$ cat src/rtl/ssid_pkg.sv
// ssid_pkg: shared constants, status codes and cell control types for the
// sorted insertion list. No dependencies.
package ssid_pkg;

  localparam int STORE_DEPTH = 16;
  localparam int VAL_W       = 32;
  localparam int CNT_W       = $clog2(STORE_DEPTH + 1);
  localparam int IDX_W       = $clog2(STORE_DEPTH);
  localparam int STAT_W      = 2;
  localparam int OUT_CNT_W   = 5;

  // result status codes
  localparam logic [STAT_W-1:0] ST_DONE      = 2'd0;
  localparam logic [STAT_W-1:0] ST_FULL      = 2'd1;
  localparam logic [STAT_W-1:0] ST_NOT_FOUND = 2'd2;
  localparam logic [STAT_W-1:0] ST_EMPTY     = 2'd3;

  // command codes
  localparam logic CMD_INSERT = 1'b0;
  localparam logic CMD_DELETE = 1'b1;

  // broadcast to every cell
  typedef struct packed {
    logic                    ins_en;  // accepted insert, store not full
    logic                    del_en;  // accepted delete, store not empty
    logic signed [VAL_W-1:0] value;
  } cell_ctrl_t;

  // per-cell position relative to the fill count
  typedef struct packed {
    logic valid;   // slot holds an entry
    logic at_end;  // first free slot
  } cell_pos_t;

endpackage

$ cat src/rtl/ssid_cell.sv
// ssid_cell: one slot of the sorted chain. Compares its entry with the
// broadcast word and shifts up or down with its neighbors. Uses ssid_pkg.
module ssid_cell (
  input  logic                               clk,
  input  ssid_pkg::cell_ctrl_t               ctrl,
  input  ssid_pkg::cell_pos_t                pos,
  input  logic                               found,
  input  logic signed [ssid_pkg::VAL_W-1:0]  below_entry,
  input  logic                               below_gt,
  input  logic                               below_seen,
  input  logic signed [ssid_pkg::VAL_W-1:0]  above_entry,
  input  logic                               above_eq,
  output logic signed [ssid_pkg::VAL_W-1:0]  entry,
  output logic                               gt,
  output logic                               eq,
  output logic                               seen
);
  import ssid_pkg::*;

  logic signed [VAL_W-1:0] entry_r;
  logic signed [VAL_W-1:0] entry_nxt;

  assign gt    = pos.valid && (entry_r > ctrl.value);
  assign eq    = pos.valid && (entry_r == ctrl.value);
  assign seen  = below_seen || eq;
  assign entry = entry_r;

  always_comb begin
    entry_nxt = entry_r;
    if (ctrl.ins_en) begin
      if (below_gt) begin
        entry_nxt = below_entry;
      end else if (gt || pos.at_end) begin
        entry_nxt = ctrl.value;
      end
    end else if (ctrl.del_en && found) begin
      // topmost equal entry is dropped and everything above it moves down one slot
      if (seen && !(eq && above_eq)) begin
        entry_nxt = above_entry;
      end
    end
  end

  always_ff @(posedge clk) begin
    entry_r <= entry_nxt;
  end

endmodule

$ cat src/rtl/sorted_stack_insert_delete.sv
// sorted_stack_insert_delete: bounded ascending store of signed words.
// Result strobe is registered in the cycle after start; a new command every cycle.
// Throughput: one command per clock, set by one pass through the cell chain.
// Reset (rst_n low, synchronous): count and top cleared, no strobe; slot
// contents are not cleared. busy stays low and results cannot be stalled.
module sorted_stack_insert_delete (
  input  logic                                  clk,
  input  logic                                  rst_n,
  input  logic                                  start,
  output logic                                  busy,
  input  logic                                  in_command,
  input  logic signed [ssid_pkg::VAL_W-1:0]     in_operand_value,
  output logic                                  out_valid,
  output logic [ssid_pkg::STAT_W-1:0]           out_status,
  output logic [ssid_pkg::OUT_CNT_W-1:0]        out_entry_count,
  output logic signed [ssid_pkg::VAL_W-1:0]     out_largest_value
);
  import ssid_pkg::*;

  // Control registers
  logic [CNT_W-1:0]        count_r, count_nxt;
  logic signed [VAL_W-1:0] top_r, top_nxt;
  logic                    out_valid_r;

  // Result payload registers
  logic [STAT_W-1:0]       out_status_r, status_nxt;
  logic [OUT_CNT_W-1:0]    out_count_r;
  logic signed [VAL_W-1:0] out_top_r;

  logic accept;
  logic is_full, is_empty, found;

  cell_ctrl_t ctrl;
  cell_pos_t  pos   [STORE_DEPTH];

  logic signed [VAL_W-1:0] cell_entry [STORE_DEPTH];
  logic                    cell_gt    [STORE_DEPTH];
  logic                    cell_eq    [STORE_DEPTH];
  logic                    cell_seen  [STORE_DEPTH];

  logic [CNT_W-1:0]        cnt_m2;
  logic signed [VAL_W-1:0] second_top;

  // Every command completes in one pass, so the port never pushes back.
  assign busy   = 1'b0;
  assign accept = start && !busy;

  assign is_full  = (count_r == CNT_W'(STORE_DEPTH));
  assign is_empty = (count_r == '0);

  assign ctrl.ins_en = accept && (in_command == CMD_INSERT) && !is_full;
  assign ctrl.del_en = accept && (in_command == CMD_DELETE) && !is_empty;
  assign ctrl.value  = in_operand_value;

  // "seen" ripples up the chain; the top cell tells whether any slot matched
  assign found = cell_seen[STORE_DEPTH-1];

  // Chain of cells: slot 0 holds the smallest entry.
  for (genvar i = 0; i < STORE_DEPTH; i++) begin : g_cell
    logic signed [VAL_W-1:0] b_entry, a_entry;
    logic                    b_gt, b_seen, a_eq;

    assign pos[i].valid  = (CNT_W'(i) < count_r);
    assign pos[i].at_end = (CNT_W'(i) == count_r);

    if (i == 0) begin : g_bot
      assign b_entry = '0;
      assign b_gt    = 1'b0;
      assign b_seen  = 1'b0;
    end else begin : g_mid_lo
      assign b_entry = cell_entry[i-1];
      assign b_gt    = cell_gt[i-1];
      assign b_seen  = cell_seen[i-1];
    end

    if (i == STORE_DEPTH - 1) begin : g_top
      assign a_entry = '0;
      assign a_eq    = 1'b0;
    end else begin : g_mid_hi
      assign a_entry = cell_entry[i+1];
      assign a_eq    = cell_eq[i+1];
    end

    ssid_cell u_cell (
      .clk         (clk),
      .ctrl        (ctrl),
      .pos         (pos[i]),
      .found       (found),
      .below_entry (b_entry),
      .below_gt    (b_gt),
      .below_seen  (b_seen),
      .above_entry (a_entry),
      .above_eq    (a_eq),
      .entry       (cell_entry[i]),
      .gt          (cell_gt[i]),
      .eq          (cell_eq[i]),
      .seen        (cell_seen[i])
    );
  end

  // Entry just below the top; becomes the new top when the top is deleted.
  assign cnt_m2     = count_r - CNT_W'(2);
  assign second_top = cell_entry[cnt_m2[IDX_W-1:0]];

  // Count, top tracking and status
  always_comb begin
    count_nxt  = count_r;
    top_nxt    = top_r;
    status_nxt = ST_DONE;
    if (accept) begin
      if (in_command == CMD_INSERT) begin
        if (is_full) begin
          status_nxt = ST_FULL;
        end else begin
          count_nxt = count_r + CNT_W'(1);
          // equal words land above existing ones, so >= takes the top
          if (is_empty || (in_operand_value >= top_r)) begin
            top_nxt = in_operand_value;
          end
        end
      end else begin
        if (is_empty) begin
          status_nxt = ST_EMPTY;
        end else if (!found) begin
          status_nxt = ST_NOT_FOUND;
        end else begin
          count_nxt = count_r - CNT_W'(1);
          if (count_r == CNT_W'(1)) begin
            top_nxt = '0;
          end else if (top_r == in_operand_value) begin
            top_nxt = second_top;
          end
        end
      end
    end
  end

  always_ff @(posedge clk) begin
    if (!rst_n) begin
      count_r     <= '0;
      top_r       <= '0;
      out_valid_r <= 1'b0;
    end else begin
      count_r     <= count_nxt;
      top_r       <= top_nxt;
      out_valid_r <= accept;
    end
  end

  always_ff @(posedge clk) begin
    if (accept) begin
      out_status_r <= status_nxt;
      out_count_r  <= OUT_CNT_W'(count_nxt);
      out_top_r    <= top_nxt;
    end
  end

  assign out_valid         = out_valid_r;
  assign out_status        = out_status_r;
  assign out_entry_count   = out_count_r;
  assign out_largest_value = out_top_r;

  // Checks
  a_count_bound: assert property (@(posedge clk) disable iff (!rst_n)
    count_r <= CNT_W'(STORE_DEPTH))
    else $error("entry count above store depth");

  a_strobe_follows: assert property (@(posedge clk) disable iff (!rst_n)
    accept |=> out_valid)
    else $error("accepted word produced no result strobe");

  a_empty_top_zero: assert property (@(posedge clk) disable iff (!rst_n)
    (out_valid && count_r == '0) |-> (out_largest_value == '0))
    else $error("empty store reports nonzero top");

  a_full_refused: assert property (@(posedge clk) disable iff (!rst_n)
    (out_valid && out_status == ST_FULL) |-> (count_r == CNT_W'(STORE_DEPTH)))
    else $error("insert refused while store not full");

endmodule

$ cat config.mk
export PLATFORM = sky130hd
export DESIGN_NAME = sorted_stack_insert_delete
export DESIGN_NICKNAME = d
export VERILOG_FILES = /design/src/rtl/ssid_pkg.sv /design/src/rtl/ssid_cell.sv /design/src/rtl/sorted_stack_insert_delete.sv
export SDC_FILE = /design/constraint.sdc
export NUM_CORES = 2
export LEC_CHECK = 0
export ABC_CLOCK_PERIOD_IN_PS = 8000
export BUFFER_PORTS_ARGS = -buffer_cell sky130_fd_sc_hd__buf_2
export CAP_MARGIN = 0
export CORE_UTILIZATION = 45
export CTS_CLUSTER_DIAMETER = 150
export DETAILED_ROUTE_END_ITERATION = 10
export GPL_TIMING_DRIVEN = 0
export PLACE_DENSITY = 0.59
export SLEW_MARGIN = 20
export SYNTH_ARGS = -nofsm -noshare
export SYNTH_HDL_FRONTEND = slang
export SYNTH_SLANG_ARGS = --single-unit
export TNS_END_PERCENT = 5
$ cat constraint.sdc
create_clock -name clk -period 8 [get_ports clk]
set_input_delay 0.8 -clock clk [delete_from_list [all_inputs] [get_ports clk]]
set_output_delay 0.8 -clock clk [all_outputs]
set_load 0.01 [all_outputs]
# ---- Word level (Yosys, flattened, before mapping)
# Cells that the tools add are included.
dict set report totals {
  ram_bits 0
  rom_bits 0
  reg_bits 589
  mem_count 0
  inputBits 36
  latchBits 0
  out_inout_bits 41
  elab_cells 360
}
dict set report classes {
  reduce_logical 150
  bitwise_logic 2
  n_lt_le_gt_ge 34
  mul 0
  mux 99
  shifts 0
  div_mod_pow 0
  n_eq_ne 50
  add_sub_neg 3
}
# operator count
set op_table {}
lappend op_table {{$mux 32} 89}
lappend op_table {{$eq 32x32->1} 17}
lappend op_table {{$gt 32x32->1} 16}
lappend op_table {{$bmux 32 s4} 1}
lappend op_table {{$logic_and 1x1->1} 67}
lappend op_table {{$reduce_and 3->1} 16}
lappend op_table {{$ne 3x1->1 const B} 15}
lappend op_table {{$eq 4x5->1 const A} 8}
lappend op_table {{$lt 4x5->1 const A} 8}
lappend op_table {{$reduce_bool 2->1} 17}
lappend op_table {{$ge 32x32->1} 1}
lappend op_table {{$logic_or 1x1->1} 32}
lappend op_table {{$mux 5} 5}
lappend op_table {{$eq 3x5->1 const A} 4}
lappend op_table {{$lt 3x5->1 const A} 4}
lappend op_table {{$logic_not 1->1} 17}
lappend op_table {{$eq 2x5->1 const A} 2}
lappend op_table {{$lt 1x5->1 const A} 2}
lappend op_table {{$lt 2x5->1 const A} 2}
lappend op_table {{$mux 2} 3}
lappend op_table {{$add 5x1->5 const B} 1}
lappend op_table {{$eq 1x5->1 const A} 1}
lappend op_table {{$eq 5x1->1 const B} 1}
lappend op_table {{$eq 5x5->1 const B} 1}
lappend op_table {{8 further kinds} 8}

# ---- Depth between registers and ports, before layout
dict set report depth {
  depth_word 21
  depth_mapped 17
}

# ---- Hierarchy
# A second synthesis with hierarchy kept.
dict set report unflattened {
  cells_unflattened 4946
  area_unflattened_um2 49049.5
}
# module instances cells_each seq_area_each_um2 area_per_inst_um2
set modules_own_cells {}
lappend modules_own_cells {{ssid_cell at g_cell[0].u_cell ...} 10 265 960.9 2529.9}
lappend modules_own_cells {{ssid_cell at g_cell[5].u_cell ...} 5 265 960.9 2499.9}
lappend modules_own_cells {sorted_stack_insert_delete 1 708 1931.9 8753.4}
lappend modules_own_cells {{ssid_cell at g_cell[4].u_cell} 1 263 960.9 2497.4}

# ---- Worst setup path before layout
# No wires, ideal clock.
dict set report synth_path {
  path_kind {input-to-reg}
  startpoint {in in_operand_value[12] (netlist bit)}
  endpoint {reg g_cell[11].u_cell.entry_r[0], enable pin}
  arrival_ns 6.449
  cell_stages 14
  setup_time_ns 0.466
  setup_slack_ns 1.086
  n_path_buf 3
  path_cell_list {clkbuf_1 clkbuf_1 inv_1 ha_1 a21oi_1 nor2_1 a2111oi_0 o21ai_0 a211o_1 a211oi_1 mux2i_1 clkbuf_1 a311oi_1 o21ai_0}
}
dict set report synth_via {
  elab_chain_cells 20
  word_cells_on_any_way 60
}
# element line_no
set synth_lines {}
lappend synth_lines {{start: declaration} sorted_stack_insert_delete.sv:12} ;# input logic signed [ssid_pkg::VAL_W-1:0] in_operand_value,
lappend synth_lines {{$eq 32x32->1} ssid_cell.sv:24} ;# assign eq = pos.valid && (entry_r == ctrl.value);
lappend synth_lines {{$logic_and 1x1->1} ssid_cell.sv:24}
lappend synth_lines {{$logic_or 1x1->1 (15 in series)} ssid_cell.sv:25} ;# assign seen = below_seen || eq;
lappend synth_lines {{$logic_and 1x1->1} ssid_cell.sv:36} ;# end else if (ctrl.del_en && found) begin
lappend synth_lines {{$reduce_bool 2->1 (no line)} n/a}
lappend synth_lines {{$reduce_and 3->1 (no line) *} n/a}
lappend synth_lines {{end signal: assignment} ssid_cell.sv:45} ;# entry_r <= entry_nxt;
lappend synth_lines {{end: declaration} ssid_cell.sv:20} ;# logic signed [VAL_W-1:0] entry_r;
# Mark *: on every way between the ends. The rest lies on a longest branch, timed or not.
# A chain may end at the register's enable or synchronous reset.

# ---- Worst setup path after layout
dict set report layout_path {
  startpoint {in in_operand_value[12] (netlist bit)}
  endpoint {reg g_cell[15].u_cell.entry_r[8], enable pin}
}
dict set report layout_via {
  elab_chain_cells 20
  word_cells_on_any_way 57
}
# element line_no
set layout_lines {}
lappend layout_lines {{$eq 32x32->1} ssid_cell.sv:24}
lappend layout_lines {{$logic_and 1x1->1} ssid_cell.sv:24}
lappend layout_lines {{$logic_or 1x1->1 (15 in series)} ssid_cell.sv:25}
lappend layout_lines {{$logic_and 1x1->1} ssid_cell.sv:36}
lappend layout_lines {{$reduce_bool 2->1 (no line)} n/a}
lappend layout_lines {{$reduce_and 3->1 (no line) *} n/a}
lappend layout_lines {{end signal: assignment} ssid_cell.sv:45}
lappend layout_lines {{end: declaration} ssid_cell.sv:20}
# Marked as above.

==> out/results.md <==
## Run status
• finished, violations left — result of the run
• negative setup slack — failing checks

## CTS
• 680 ps — insertion delay of the later-clocked pin in the worst-skew pair
• 3 — clock buffer depth
• 3 — maximum level of the CTS H-tree
• done — CTS tree
• 75 — TritonCTS Buffers
• sky130_fd_sc_hd__clkbuf_16 — Root Driver
• 60 ps — clock-pin slew on the worst setup and hold paths
• 0 — post-cts hold buffer count
• 589 — TritonCTS Sinks

## Timing
• 33.52 ps — skew final
• 0 — Pins Over Slew Limit
• 28 — setup violators final
• 1355 ps — worst slew pin tran
• -152.1 ps — worst path setup slack after routing
• -2636 ps — setup TNS
• 8152 ps — post-layout min period
• 0.1227 GHz — Achievable Freq
• 9.696% — worst rel slew slack
• 0 — Hold Fails Final Rpt
• 101.9% — share of the cycle needed by the critical path after routing
• false — RSZ-0062 raised after global routing

## Critical path
• buffers and inverters — kind of cell adding the most delay to the critical path
• buf_2 -> clkbuf_1 -> clkbuf_1 -> inv_1 -> ha_1 -> nor4_1 -> o21ai_0 -> and4_1 -> a32oi_1 -> o211ai_1 -> mux2i_2 -> clkbuf_1 -> a31oi_1 -> a21oi_4 -> buf_12 — crit path cell chain
• g_cell[2].u_cell.entry[16] — Worst R2R End
• 16 — path depth of the worst reg2reg path
• primary input — startpoint kind of the worst setup timing path
• 1000 ps — crit-path max cell delay
• sky130_fd_sc_hd__clkbuf_1 — Critical-path top delay cell
• 17 — Worst Path Max Fanout
• 8510 ps — data arrival at the endpoint of the critical path
• flip-flop — kind of capture point of the worst setup path
• 8360 ps — Data required, critical path
• 390 ps — slack of the worst reg-to-reg path
• sky130_fd_sc_hd__clkbuf_1 — cell repeated most along the worst path
• in -> reg — Crit Path Category
• count_r[1] — source of the worst register-to-register timing path
• 6 — count of buffering cells on the critical path with inverters included

## Min path
• reg -> reg — type of the most critical hold path
• g_cell[15].u_cell.entry[16] — Hold Crit Start
• g_cell[14].u_cell.entry[16] — WHS Endpoint
• 2 — WHS Path Cells

## Yosys
• 0% — Post-synth ARST share
• 46060 um2 — mapped cell area
• 10.42 um2 — average cell area after synthesis
• sky130_fd_sc_hd__edfxtp_1 — most used flip-flop cell after synthesis
• 37.58% — register area share after synthesis
• 5011 — Net Count, Synth
• 75 — unique cell type count in the Yosys netlist
• 4420 — Cells after Synth
• 0 — yosys warns
• 551 — number of enable flip-flop cells after synthesis
• 589 — register bit count reported by yosys

## Power
• 18.0% — combinational fraction of design power
• 20.68 nW — Static Leak
• 40.3% — sequential group share of total power
• 41.7% — clock share of power
• 8.655 mW — Total Power
• 30.23% — switching share of power
• 167.3 nW/um2 — power density of the placed cells
• 0.1203 mV — maximum VDD drop
• 6.039 mW — total internal power
• 2.616 mW — net switching power of the design

## Detailed routing
• 0 — count of unresolved DRC violations after routing
• 6099 — Starting DRT DRC Count
• 222600 um — DRT Wirelength
• 0 — residual antenna-violating net count after detailed routing
• 41.52k — total number of vias
• 7 — 1st-pass router iterations
• 36.94 um — wire length per cell after detailed routing
• 6.889 — vias per cell

## Global routing
• 39.26k — number of global-route vias before repair
• 42.36% — All-Layer GR Usage
• 51.66% — GR Layer Usage met1
• 303800 um — first-pass GRT wire length
• 0 — Overflow after GRT
• 11 — initial antenna violation count
• 62.78% — met2 track demand over resource in global routing
• met2 — Most Crowded Layer GR
• 16.78% — global-route met3 utilization
• 41 — pin count of the biggest net entering global routing

## Placement
• -681.9 ps — DP Worst Slack
• 49160 um2 — area of placed instances
• 1.068 — final RePlAce weighted congestion
• 172600 um — detailed placement HPWL
• 74 — count of buffers from port buffering

## Layout
• 51730 um2 — design area
• sky130_fd_sc_hd__nand2_1 — commonest non-fill, non-tap cell in the layout
• 9342 — number of filler cells placed in the layout
• 12.33% — area grow syn2layout
• 5197 — number of nets in the finished design
• 51.36% — Post-Route Utilization
• 11.24% — share of final-layout standard cells stronger than drive strength 1
• sky130_fd_sc_hd__nand2_1, sky130_fd_sc_hd__ha_1, sky130_fd_sc_hd__edfxtp_1, sky130_fd_sc_hd__o21ai_0, sky130_fd_sc_hd__mux2i_1 — leading cell types in the layout, fill and taps excluded

## Floorplan
• 103600 um2 — die footprint
• 116 — site row count
• 45.72% — initial core utilization
• 321.9 um — height of the die
• 77 — I/O pin count
• 321.9 um — die outline width
• 100700 um2 — core footprint

## Job
• 0 — Max-Cap Viols

## worst min-delay path, delay by kind of cell, from the launching register on
family | cells | cell delay (ps)
AOI/OAI and AO/OA | 1 | 60
DFF | 1 | 380
and+or+nand+nor | 1 | 60
## kinds of logic after synthesis
group,Yosys count,share of synthesized area (%)
simple gates,1156,11.63
compound gates,1029,13.53
mux,644,18.35
flops,589,37.58
fa+ha+maj,555,15.08
buf+inv,443,3.768
xor+xnor,3,0.05706
other cells,1,0.008142
## stage by stage
step           std cells  hold WS [ps]
6_report            6026         594.2
5_1_grt             6021         621.7
3_5_place_dp        5887         588.4
3_3_place_gp        5851         571.0
2_1_floorplan       4420         544.6
4_1_cts             6021         588.7
## cell usage after synthesis (all sizes together) (45+ instances only)
cell,number,share of area (%)
a21o,70,1.1
a21oi,166,1.8
and2,45,0.61
buf,56,0.61
clkbuf,233,1.9
edfxtp,551,36
ha,555,15
inv,154,1.3
mux2i,482,10
mux4,160,7.8
nand2,580,4.7
nand3,77,0.84
nand4,118,1.6
nor2,149,1.2
nor3,47,0.51
o21ai,548,6.0
## flip-flops by register name, summed over array words and instances (netlist names)
name,cells
g_cell.u_cell.entry,512
out_largest_value,32
top_r,32
count_r,5
out_entry_count,5
out_status,2
out_valid,1
## area by class of cell
class / instances / area, um2 / share of cell area [%]
Clock inverter: 34 / 377.9 / 0.7304
Multi-Input combinational cell: 3388 / 27320 / 52.82
Clock buffer: 100 / 2125 / 4.107
Sequential cell: 589 / 17310 / 33.45
Antenna cell: 6 / 15.01 / 0.02902
Timing Repair Buffer: 112 / 1130 / 2.184
Buffer: 286 / 1180 / 2.281
Inverter: 154 / 578.1 / 1.117
Tap cell: 1357 / 1698 / 3.282
## what timing repair did
action | in CTS | in global routing
resized for setup | 1 | 0
endpoints found under the setup margin | 32 | 32
setup buffers | 0 | 0
## how the worst max path moves through the flow
stage,from,to,slack [ps],cells past startpoint
2_1_floorplan,in_operand_value[12],g_cell[11].u_cell.entry[0],1090,14
3_3_place_gp,in_operand_value[16],g_cell[11].u_cell.entry[8],-6060,14
3_5_place_dp,in_operand_value[20],g_cell[10].u_cell.entry[12],-680,15
4_1_cts,in_operand_value[20],g_cell[10].u_cell.entry[16],180,15
5_1_grt,in_operand_value[26],g_cell[12].u_cell.entry[12],150,16
6_report,in_operand_value[12],g_cell[15].u_cell.entry[8],-150,15
## layer usage
layer	up-vias	wire [um]
met5	-	190
met4	8	15030
met3	678	31260
met2	2937	94480
met1	20600	81650
li1	17300	-
## power groups by stage
stage | combinational [mW] | clock, mW | sequential (mW)
after floorplan | 0.854 | 0 | 3.55
after global placement | 1.44 | 0 | 3.56
after detailed placement | 1.49 | 0 | 3.55
after CTS | 1.49 | 3.58 | 3.49
after global routing | 1.63 | 3.69 | 3.49
final | 1.56 | 3.61 | 3.49
Note: power is estimated with default switching activity, not from simulation.
